--- config.mk ---
export PLATFORM = sky130hd
export DESIGN_NAME = preemptive_priority_scheduler
export DESIGN_NICKNAME = d
export VERILOG_FILES = /design/src/pps_pkg.sv /design/src/preemptive_priority_scheduler.sv /design/src/pps_ctrl.sv /design/src/pps_datapath.sv
export SDC_FILE = /design/constraint.sdc
export NUM_CORES = 2
export LEC_CHECK = 0
export BUFFER_PORTS_ARGS = -buffer_cell sky130_fd_sc_hd__buf_4
export CAP_MARGIN = 20
export CELL_PAD_IN_SITES_DETAIL_PLACEMENT = 1
export CELL_PAD_IN_SITES_GLOBAL_PLACEMENT = 1
export CORE_UTILIZATION = 55
export DETAILED_ROUTE_END_ITERATION = 6
export PLACE_DENSITY = 0.83
export SETUP_SLACK_MARGIN = 0.3
export SYNTH_ARGS = -nofsm -noshare
export SYNTH_HDL_FRONTEND = slang
export SYNTH_SLANG_ARGS = --single-unit
--- constraint.sdc ---
create_clock -name clk -period 21.3 [get_ports clk]
set_clock_uncertainty 0.2 [all_clocks]
set_input_delay 3.195 -clock clk [delete_from_list [all_inputs] [get_ports clk]]
set_output_delay 3.195 -clock clk [all_outputs]
set_load 0.005 [all_outputs]
--- src/pps_pkg.sv ---
package pps_pkg;

  localparam int MAX_PROCS = 16;
  localparam int SLOT_W    = $clog2(MAX_PROCS);
  localparam int COUNT_W   = $clog2(MAX_PROCS + 1);
  localparam int TIME_W    = 32;
  localparam int ARR_W     = 16;
  localparam int PRI_W     = 8;
  localparam int BURST_W   = 16;

  localparam logic REQ_LOAD = 1'b0;
  localparam logic REQ_TICK = 1'b1;

  typedef struct packed {
    logic               req_type;
    logic [SLOT_W-1:0]  slot;
    logic [ARR_W-1:0]   arrival_time;
    logic [PRI_W-1:0]   priority_level;
    logic [BURST_W-1:0] burst_time;
  } request_t;

  typedef struct packed {
    logic              idle;
    logic [SLOT_W-1:0] running_slot;
    logic [TIME_W-1:0] time_now;
    logic              finished;
    logic [TIME_W-1:0] completion_time;
    logic [TIME_W-1:0] turnaround_time;
    logic [TIME_W-1:0] waiting_time;
    logic [TIME_W-1:0] total_waiting;
    logic [TIME_W-1:0] total_turnaround;
    logic              all_done;
  } result_t;

  typedef enum logic [6:0] {
    ST_IDLE  = 7'b0000001,
    ST_SCAN  = 7'b0000010,
    ST_DRAIN = 7'b0000100,
    ST_FETCH = 7'b0001000,
    ST_EXEC  = 7'b0010000,
    ST_WAIT  = 7'b0100000,
    ST_SUM   = 7'b1000000
  } state_t;

  typedef struct packed {
    logic load;
    logic tick_start;
    logic scan;
    logic fetch;
    logic exec;
    logic calc_wait;
    logic report;
  } ctrl_cmd_t;

  typedef struct packed {
    logic all_done;
    logic scan_last;
    logic found;
  } dp_status_t;

endpackage

--- src/preemptive_priority_scheduler.sv ---
// Channel        Signals                    Direction  Transaction
// request        start, busy, request       in         start high while busy low
// result         done, result               out        done high for one cycle
// configuration  cfg_we, cfg_wdata          in         cfg_we high
//
// A load transaction is absorbed at its accept edge and busy stays low.
// A tick scans the slots in use, one per cycle, then holds busy through DRAIN,
// FETCH, EXEC, WAIT, SUM (no EXEC, WAIT if none arrived; SUM alone if all done).
// The result strobe is high in the first cycle with busy low again.
// Reset is synchronous, clears the completion flags, clock and sums, and sets the count to one.
// The receiver cannot stall: done is high for exactly one cycle; result holds until the next.
module preemptive_priority_scheduler (
  input  logic                        clk,
  input  logic                        rst,
  input  logic                        start,
  output logic                        busy,
  input  pps_pkg::request_t           request,
  output logic                        done,
  output pps_pkg::result_t            result,
  input  logic                        cfg_we,
  input  logic [pps_pkg::COUNT_W-1:0] cfg_wdata
);

  pps_pkg::ctrl_cmd_t  cmd;
  pps_pkg::dp_status_t status;

  pps_ctrl u_ctrl (
    .clk      (clk),
    .rst      (rst),
    .start    (start),
    .req_type (request.req_type),
    .status   (status),
    .cmd      (cmd),
    .busy     (busy)
  );

  pps_datapath u_datapath (
    .clk       (clk),
    .rst       (rst),
    .cfg_we    (cfg_we),
    .cfg_wdata (cfg_wdata),
    .request   (request),
    .cmd       (cmd),
    .status    (status),
    .result    (result),
    .done      (done)
  );

endmodule

--- src/pps_ctrl.sv ---
module pps_ctrl (
  input  logic                clk,
  input  logic                rst,
  input  logic                start,
  input  logic                req_type,
  input  pps_pkg::dp_status_t status,
  output pps_pkg::ctrl_cmd_t  cmd,
  output logic                busy
);

  pps_pkg::state_t state;
  pps_pkg::state_t state_next;

  always_ff @(posedge clk) begin
    if (rst) begin
      state <= pps_pkg::ST_IDLE;
    end else begin
      state <= state_next;
    end
  end

  assign busy = (state != pps_pkg::ST_IDLE);

  always_comb begin
    state_next = state;
    cmd        = '0;
    unique case (state)
      pps_pkg::ST_IDLE: begin
        if (start) begin
          if (req_type == pps_pkg::REQ_LOAD) begin
            cmd.load = 1'b1;
          end else begin
            cmd.tick_start = 1'b1;
            state_next     = status.all_done ? pps_pkg::ST_SUM : pps_pkg::ST_SCAN;
          end
        end
      end
      pps_pkg::ST_SCAN: begin
        cmd.scan = 1'b1;
        if (status.scan_last) begin
          state_next = pps_pkg::ST_DRAIN;
        end
      end
      pps_pkg::ST_DRAIN: begin
        state_next = pps_pkg::ST_FETCH;
      end
      pps_pkg::ST_FETCH: begin
        cmd.fetch  = 1'b1;
        state_next = status.found ? pps_pkg::ST_EXEC : pps_pkg::ST_SUM;
      end
      pps_pkg::ST_EXEC: begin
        cmd.exec   = 1'b1;
        state_next = pps_pkg::ST_WAIT;
      end
      pps_pkg::ST_WAIT: begin
        cmd.calc_wait = 1'b1;
        state_next    = pps_pkg::ST_SUM;
      end
      pps_pkg::ST_SUM: begin
        cmd.report = 1'b1;
        state_next = pps_pkg::ST_IDLE;
      end
      default: begin
        state_next = pps_pkg::ST_IDLE;
      end
    endcase
  end

endmodule

--- src/pps_datapath.sv ---
module pps_datapath (
  input  logic                          clk,
  input  logic                          rst,
  input  logic                          cfg_we,
  input  logic [pps_pkg::COUNT_W-1:0]   cfg_wdata,
  input  pps_pkg::request_t             request,
  input  pps_pkg::ctrl_cmd_t            cmd,
  output pps_pkg::dp_status_t           status,
  output pps_pkg::result_t              result,
  output logic                          done
);

  typedef struct packed {
    logic [pps_pkg::ARR_W-1:0]   arrival;
    logic [pps_pkg::PRI_W-1:0]   prio;
    logic [pps_pkg::BURST_W-1:0] burst;
    logic [pps_pkg::BURST_W-1:0] remaining;
  } entry_t;

  localparam logic [pps_pkg::TIME_W-1:0] TIME_MAX = '1;

  function automatic logic [pps_pkg::TIME_W-1:0] sat_add(
    input logic [pps_pkg::TIME_W-1:0] a,
    input logic [pps_pkg::TIME_W-1:0] b
  );
    logic [pps_pkg::TIME_W:0] s;
    s = {1'b0, a} + {1'b0, b};
    return s[pps_pkg::TIME_W] ? TIME_MAX : s[pps_pkg::TIME_W-1:0];
  endfunction

  function automatic logic [pps_pkg::TIME_W-1:0] floor_sub(
    input logic [pps_pkg::TIME_W-1:0] a,
    input logic [pps_pkg::TIME_W-1:0] b
  );
    return (a > b) ? (a - b) : '0;
  endfunction

  entry_t                          table_mem [pps_pkg::MAX_PROCS];
  entry_t                          rd_data;
  logic [pps_pkg::SLOT_W-1:0]      rd_slot;
  logic                            rd_vld;
  logic [pps_pkg::MAX_PROCS-1:0]   completed;
  logic [pps_pkg::COUNT_W-1:0]     process_count;
  logic [pps_pkg::COUNT_W-1:0]     count_eff;
  logic [pps_pkg::SLOT_W-1:0]      scan_idx;
  logic                            found;
  logic [pps_pkg::SLOT_W-1:0]      best_slot;
  logic [pps_pkg::PRI_W-1:0]       best_pri;
  logic                            fin;
  logic [pps_pkg::TIME_W-1:0]      current_time;
  logic [pps_pkg::TIME_W-1:0]      waiting_sum;
  logic [pps_pkg::TIME_W-1:0]      turnaround_sum;
  logic [pps_pkg::TIME_W-1:0]      tat;
  logic [pps_pkg::TIME_W-1:0]      wait_time;
  logic                            candidate;
  logic                            all_done;
  logic                            last_unit;
  logic [pps_pkg::BURST_W-1:0]     remaining_next;
  logic [pps_pkg::TIME_W-1:0]      waiting_sum_next;
  logic [pps_pkg::TIME_W-1:0]      turnaround_sum_next;
  logic                            fin_report;

  always_comb begin
    if (process_count == '0) begin
      count_eff = pps_pkg::COUNT_W'(1);
    end else if (process_count > pps_pkg::COUNT_W'(pps_pkg::MAX_PROCS)) begin
      count_eff = pps_pkg::COUNT_W'(pps_pkg::MAX_PROCS);
    end else begin
      count_eff = process_count;
    end
  end

  always_comb begin
    all_done = 1'b1;
    for (int k = 0; k < pps_pkg::MAX_PROCS; k++) begin
      if ((pps_pkg::COUNT_W'(k) < count_eff) && !completed[k]) begin
        all_done = 1'b0;
      end
    end
  end

  assign status.all_done  = all_done;
  assign status.scan_last = ({1'b0, scan_idx} == (count_eff - pps_pkg::COUNT_W'(1)));
  assign status.found     = found;

  assign candidate = rd_vld
                  && ({{(pps_pkg::TIME_W - pps_pkg::ARR_W){1'b0}}, rd_data.arrival}
                      <= current_time)
                  && !completed[rd_slot]
                  && (!found || (rd_data.prio > best_pri));

  assign last_unit      = (rd_data.remaining <= pps_pkg::BURST_W'(1));
  assign remaining_next = last_unit ? '0 : (rd_data.remaining - pps_pkg::BURST_W'(1));

  assign fin_report          = found && fin;
  assign waiting_sum_next    = fin_report ? sat_add(waiting_sum, wait_time) : waiting_sum;
  assign turnaround_sum_next = fin_report ? sat_add(turnaround_sum, tat) : turnaround_sum;

  always_ff @(posedge clk) begin
    if (cmd.load) begin
      table_mem[request.slot] <= '{arrival:   request.arrival_time,
                                   prio:      request.priority_level,
                                   burst:     request.burst_time,
                                   remaining: request.burst_time};
    end else if (cmd.exec) begin
      table_mem[best_slot] <= '{arrival:   rd_data.arrival,
                                prio:      rd_data.prio,
                                burst:     rd_data.burst,
                                remaining: remaining_next};
    end
    if (cmd.scan) begin
      rd_data <= table_mem[scan_idx];
      rd_slot <= scan_idx;
    end else if (cmd.fetch) begin
      rd_data <= table_mem[best_slot];
    end
  end

  always_ff @(posedge clk) begin
    if (rst) begin
      process_count  <= pps_pkg::COUNT_W'(1);
      completed      <= '0;
      current_time   <= '0;
      waiting_sum    <= '0;
      turnaround_sum <= '0;
      rd_vld         <= 1'b0;
      scan_idx       <= '0;
      found          <= 1'b0;
      fin            <= 1'b0;
      done           <= 1'b0;
    end else begin
      rd_vld <= cmd.scan;
      done   <= cmd.report;
      if (cfg_we) begin
        process_count <= cfg_wdata;
      end
      if (cmd.load) begin
        completed[request.slot] <= 1'b0;
      end
      if (cmd.tick_start) begin
        scan_idx <= '0;
        found    <= 1'b0;
        fin      <= 1'b0;
      end else if (cmd.scan) begin
        scan_idx <= scan_idx + pps_pkg::SLOT_W'(1);
      end
      if (candidate) begin
        found <= 1'b1;
      end
      if (cmd.fetch) begin
        current_time <= sat_add(current_time, pps_pkg::TIME_W'(1));
      end
      if (cmd.exec) begin
        fin <= last_unit;
        if (last_unit) begin
          completed[best_slot] <= 1'b1;
        end
      end
      if (cmd.report) begin
        waiting_sum    <= waiting_sum_next;
        turnaround_sum <= turnaround_sum_next;
      end
    end
  end

  always_ff @(posedge clk) begin
    if (candidate) begin
      best_slot <= rd_slot;
      best_pri  <= rd_data.prio;
    end
    if (cmd.exec) begin
      tat <= floor_sub(current_time,
                       {{(pps_pkg::TIME_W - pps_pkg::ARR_W){1'b0}}, rd_data.arrival});
    end
    if (cmd.calc_wait) begin
      wait_time <= floor_sub(tat,
                             {{(pps_pkg::TIME_W - pps_pkg::BURST_W){1'b0}}, rd_data.burst});
    end
    if (cmd.report) begin
      result.idle             <= !found;
      result.running_slot     <= found ? best_slot : '0;
      result.time_now         <= current_time;
      result.finished         <= fin_report;
      result.completion_time  <= fin_report ? current_time : '0;
      result.turnaround_time  <= fin_report ? tat : '0;
      result.waiting_time     <= fin_report ? wait_time : '0;
      result.total_waiting    <= waiting_sum_next;
      result.total_turnaround <= turnaround_sum_next;
      result.all_done         <= all_done;
    end
  end

endmodule
Word-level counts from Yosys, hierarchy flattened
Memories as Yosys holds them, arrays and structs flattened. A register that Yosys moved wholly into a read port is not among the register bits.
Index checks and enable logic that the tools add are counted.
{ "op_classes": {"n_lt_le_gt_ge": 27, "mul": 0, "add_sub_neg": 8, "shift": 0, "n_mux": 65, "div_mod_pow": 0, "reduce_logical": 48, "bitwise_logic": 3, "eq_ne": 12} }
{ "ops": {"columns": ["op", "n"], "rows": [
  ["$mux W56", 3],
  ["$mux W32", 5],
  ["$mux W16", 5],
  ["$add A32 B32 Y33", 2],
  ["$gt A32 B16 Y1", 2],
  ["$sub A32 B16 Y32", 2],
  ["$reduce_or A56 Y1", 1],
  ["$pmux W7 S6", 1],
  ["$lt A4 B5 Y1 const A", 8],
  ["$mux W1", 35],
  ["$mux W7", 5],
  ["$add A32 B1 Y33 const B", 1],
  ["$le A16 B32 Y1", 1],
  ["$logic_and A1 B1 Y1", 22],
  ["$lt A3 B5 Y1 const A", 4],
  ["$logic_not A1 Y1", 18],
  ["$and A16 B16 Y16", 1],
  ["$le A16 B1 Y1 const B", 1],
  ["$mux W4", 4],
  ["$not A16 Y16", 1],
  ["$or A16 B16 Y16", 1],
  ["$sub A16 B1 Y16 const B", 1],
  ["$lt A4 B5 Y1 const B", 3],
  ["$lt A1 B5 Y1 const A", 2],
  ["other kinds (25)", 34]
]} }
{ "totals": {"wordCells": 194, "latch_bits": 0, "mem_bits_ro": 0, "memories": 1, "output_inout_bits": 201, "in_bits": 54, "ram_bits": 896, "regBits": 467} }
{ "mem_list": {"columns": ["memory", "words", "word_bits", "read_ports", "rd_clocked_by_memory_dff", "wr", "line", "rtl"], "rows": [
  ["u_datapath.table_mem", 16, 56, 2, 2, 1, "pps_datapath.sv:38", "entry_t table_mem [pps_pkg::MAX_PROCS];"]
]} }

Longest topological paths before layout
{ "depth": {"word_depth": 25, "depth_mapped": 13, "mapped_depth_nobuf": 12} }

Modules after synthesis
Synthesis repeated with hierarchy kept, for this count alone.
{ "unflattened": {"cells_unflattened": 3925, "area_unflattened_um2": 64620.7} }
{ "by_module_without_submodules": {"columns": ["module", "n_inst", "area_each_um2", "cells_each", "seq_area_each_um2"], "rows": [
  ["pps_datapath", 1, 64182.8, 3873, 39628.0],
  ["pps_ctrl", 1, 437.9, 52, 140.1]
]} }

Least setup slack after synthesis
Ideal clock, no wire load.
{ "synth_timing": {"kind": "register -> register", "startpoint": "register u_ctrl.state[2]", "endpoint": "register, netlist name u_datapath.result[0]", "setup_slack_ns": 13.759, "t_required_ns": 20.459, "setup_time_ns": 0.641, "t_arrival_ns": 6.700, "synth_period_minus_slack_ns": 7.541, "path_buffers": 1, "stages_incl_launch_ff": 6, "cell_sequence": "dfxtp_1 or2_2 nor3_1 nand3_1 clkinv_1 clkbuf_1"} }
{ "synth_rtl": {"columns": ["element", "line", "rtl"], "rows": [
  ["start, declared", "pps_ctrl.sv:11", "pps_pkg::state_t state;"],
  ["start signal, assigned", "pps_ctrl.sv:16", "state <= pps_pkg::ST_IDLE;"],
  ["start signal, assigned", "pps_ctrl.sv:18", "state <= state_next;"]
]} }

Final worst setup path
{ "layout_timing": {"startpoint": "register u_ctrl.state[2]", "endpoint": "output port busy"} }
{ "layout_via": {"elab_chain_len": 1} }
{ "layout_rtl": {"columns": ["element", "line", "rtl"], "rows": [
  ["$ne A7 B1 Y1", "pps_ctrl.sv:22", "assign busy = (state != pps_pkg::ST_IDLE);"],
  ["end, declared", "preemptive_priority_scheduler.sv:16", "output logic busy,"]
]} }
Every way passes these cells.

==> summary.md <==
| Metric | Value |
|---|---|
| Outcome | finished clean |
| TritonCTS Buffers | 143 |
| Critical Path Source Type | flop |
| Vias in the first global route | 45600 |
| Cts hold-fix bufs | 0 |
| Clock root buffer | clkbuf_16 |
| Layout Utilization | 0.633 |
| Cell repeated most along the worst path | buf_4 |
| Sw power | 0.00139 W |
| Register area share after synthesis | 0.612 |
| Gate power share | 0.062 |
| Leak | 24.9 nW |
| Int Power | 0.00460 W |
| Hold_sp | u_datapath.rd_data[32]$_DFFE_PP_ |
| Count of different cell masters after synthesis | 75 |
| Hold Path Class | reg2reg |
| First-pass GRT wire length | 307 mm |
| Slowest cell delay on critical path | 0.42 ns |
| Slew headroom | 0.189 |
| H-tree depth | 4 |
| Post-Route WL | 210 mm |
| Fraction of layout cells with a size suffix above 1 | 0.266 |
| CTS tree | yes |
| Flop-to-flop setup slack | 16.20 ns |
| Hold depth | 0 |
| Post-route ant nets | 0 |
| Detailed Route Iter0 Violations | 5374 |
| Buf+Inv Stages, Crit Path | 3 |
| Crit-path cells | or2_2 -> nor3_1 -> nor4bb_1 -> buf_4 -> inv_1 -> buf_4 |
| Critical Path End Type | output port |
| Fmax | 164 MHz |
| Avg WL per Cell | 34.7 µm |
| Async SR Flop Fraction | 0 |
| Peak supply drop | 0.102 mV |
| GR Overflow Total | 0 |
| Power per Cell Area | 81.0 nW/µm² |
| Number of gates resized after cts | 0 |
| Die area | 120000 µm² |
| Gate Count Post-Synth | 4150 |
| Port Buffers | 254 |
| Clk Latency, worst-skew pair | 0.79 ns |
| Share of the synthesized area in the top cell type | 0.569 |
| TNS Setup | 0 ns |
| TritonRoute pass-1 iters | 5 |
| RSZ-0062 raised after global routing | no |
| Clock Path Buffers | 3 |
| DR DRC count | 0 |
| Clk slew on worst S/H paths | 0.06 ns |
| Dominant cell type by area after synthesis | edfxtp_1 |
| Post-CTS setup buffer count | 0 |
| Initial core utilization | 0.557 |
| Final non-filler cell total | 6056 |
| Synth Flop Type | edfxtp_1 |
| Final setup viols | 0 |
| Largest net degree at the start of global routing | 140 |
| Ys Warns | 0 |
| Die H | 346 µm |
| R2r endpoint | u_datapath.table_mem[12][12]$_DFFE_PP_ |
| Via density per instance | 7.13 |
| Hold Slack | 0.274 ns |
| Die width | 346 µm |
| EDFF count, synth | 1231 |
| Clk network pwr share | 0.437 |
| Total of max-cap violations | 0 |
| Worst-margin pin slew | 1.22 ns |
| Fillers | 10300 |
| Final Hold Vio Count | 0 |
| Reg2Reg Depth | 10 |
| Top Ports | 255 |
| Switch share | 0.232 |
| DP Wirelength | 123 mm |
| Max-slew violations | 0 |
| Area contributors post-synth | edfxtp_1 (57%), mux4_2 (20%), dfxtp_1 (4.3%) |
| Synth Register Bits | 1371 |
| Seq pwr share | 0.501 |
| P&R area growth vs syn | 13.7% |
| Slowest cell on crit path | nor3_1 |
| Vias | 43200 |
| Minimum clock period | 6.11 ns |
| Post-layout nets | 4574 |
| Sink of the worst hold path | u_datapath.best_pri[0]$_DFFE_PP_ |
| Core Area | 117000 µm² |
| FP Rows | 125 |
| Placed cells | 5778 |
| Pre-CTS setup slack | 14.68 ns |
| Synthesized area per cell | 15.7 µm² |
| Required time of the critical path | 17.91 ns |
| Clock Sinks | 1371 |
| Initial antenna violation count | 10 |
| CP max FO | 7 |
| Part of the cycle the worst path needs | 0.287 |
| CP delay by family, top | simple AND/OR/NAND/NOR gates |
| Worst reg2reg path startpoint | u_ctrl.state[2]$_SDFFE_PP0P_ |
| Crit path DAT | 2.71 ns |
| GRT Total Usage | 0.352 |
| Syn Nets | 4318 |
| Crit Path Class | reg2out |
| Synth Cell Area | 65000 µm² |
| GP Congestion | 0.921 |
| Worst Slack Setup Final | 15.19 ns |
## layout make-up
type,instances,area (µm²),share of cell area
Clock inverter,79,967,0.0131
Multi-Input combinational cell,2421,24000,0.325
Clock buffer,187,3850,0.0522
Inverter,106,405,0.00549
Timing Repair Buffer,363,2910,0.0394
Antenna cell,5,12.5,0.000169
Tap cell,1524,1910,0.0258
Sequential cell,1371,39800,0.539
## Yosys cell counts, types with 64 or more instances
library cell	number
a21oi_1	219
and3_1	98
clkbuf_1	207
dfxtp_1	140
edfxtp_1	1231
ha_1	110
inv_1	102
mux4_2	565
nand2_1	328
nor2_1	233
o21ai_0	197
xnor2_1	64
## power groups by stage
stage          Combinational, W  Clock, W  Sequential [W]
4_1_cts                0.000364   0.00264         0.00300
6_report               0.000369   0.00262         0.00300
2_1_floorplan          0.000226         0         0.00304
3_5_place_dp           0.000352         0         0.00305
3_3_place_gp           0.000335         0         0.00305
5_1_grt                0.000387   0.00272         0.00300
## worst reg2reg max path, cell delays in order (launching register included)
cell      delay [ns]
dfxtp_1         0.35
or2_2           0.36
nor3_1          0.42
nor4bb_1        0.34
buf_4           0.21
inv_1           0.10
nor4b_1         0.43
nand2_1         0.24
o21a_1          0.31
nor2_4          0.95
buf_4           0.78
## through the flow
stage,total power (W),area (µm²)
after global placement,0.00338,68800
after floorplan,0.00327,65000
final,0.00599,73900
after detailed placement,0.00341,68900
after global routing,0.00611,73900
after CTS,0.00600,73700
## cell usage in the layout (no fill, tap or decap), types with 13 or more instances in the layout
| cell type | instances |
|---|---|
| a211oi_1 | 17 |
| a21o_1 | 45 |
| a21oi_1 | 218 |
| a31oi_1 | 60 |
| and2_1 | 13 |
| and3_1 | 98 |
| buf_4 | 350 |
| bufinv_16 | 16 |
| clkbuf_1 | 34 |
| clkbuf_16 | 144 |
| clkinv_1 | 21 |
| clkinv_2 | 23 |
| dfxtp_1 | 130 |
| edfxtp_1 | 1231 |
| ha_1 | 110 |
| inv_1 | 101 |
| mux4_2 | 565 |
| nand2_1 | 327 |
| nand2b_1 | 39 |
| nand3_1 | 39 |
| nand4_1 | 23 |
| nor2_1 | 215 |
| nor2_4 | 18 |
| nor2b_1 | 15 |
| nor3_1 | 52 |
| nor4_1 | 16 |
| o211ai_1 | 17 |
| o21a_1 | 21 |
| o21ai_0 | 193 |
| o31ai_1 | 14 |
| or3_1 | 28 |
| or4_1 | 16 |
| xnor2_1 | 64 |
| xor2_1 | 57 |
## kinds of logic after synthesis
group                    Yosys count  synth area share
AO/OA/AOI/OAI                    663            0.0608
multiplexers                     580             0.198
AND/OR/NAND/NOR                  943            0.0693
flip-flops                      1371             0.612
XOR/XNOR                         121            0.0163
adder cells (fa/ha/maj)          114            0.0224
buffers and inverters            358            0.0209
## how the worst max path moves through the flow
| stage | startpoint | endpoint | slack (ns) | cells past startpoint |
|---|---|---|---|---|
| after floorplan | u_ctrl.state[2]$_SDFFE_PP0P_ | u_datapath.result[0]$_DFFE_PP_ | 13.76 | 5 |
| after global placement | request[44] | u_datapath.table_mem[8][35]$_DFFE_PP_ | 14.78 | 6 |
| after detailed placement | request[44] | u_datapath.table_mem[12][36]$_DFFE_PP_ | 14.68 | 6 |
| after CTS | u_ctrl.state[2]$_SDFFE_PP0P_ | busy | 15.17 | 6 |
| after global routing | u_ctrl.state[2]$_SDFFE_PP0P_ | busy | 15.07 | 6 |
| final | u_ctrl.state[2]$_SDFFE_PP0P_ | busy | 15.19 | 6 |
## metal layers
layer,global-route usage,up-vias,wire (µm)
li1,-,17200,-
met1,0.420,22300,71900
met2,0.595,2969,107000
met3,0.0719,709,19200
met4,0.209,6,12500
met5,0,-,50
## sequential cells by signal (all words and copies together), names as in the netlist, 4 cells and up, named ones only
register and flops:
u_datapath.table_mem 896, u_datapath.rd_slot 4, u_datapath.tat 32, u_datapath.turnaround_sum 32, u_datapath.rd_data 56, u_datapath.best_slot 4
u_ctrl.state 7, u_datapath.wait_time 32, u_datapath.waiting_sum 32, u_datapath.completed 16, u_datapath.result 199, u_datapath.scan_idx 4
u_datapath.process_count 5, u_datapath.current_time 32, u_datapath.best_pri 8
Power figures use the tool's default switching activity.
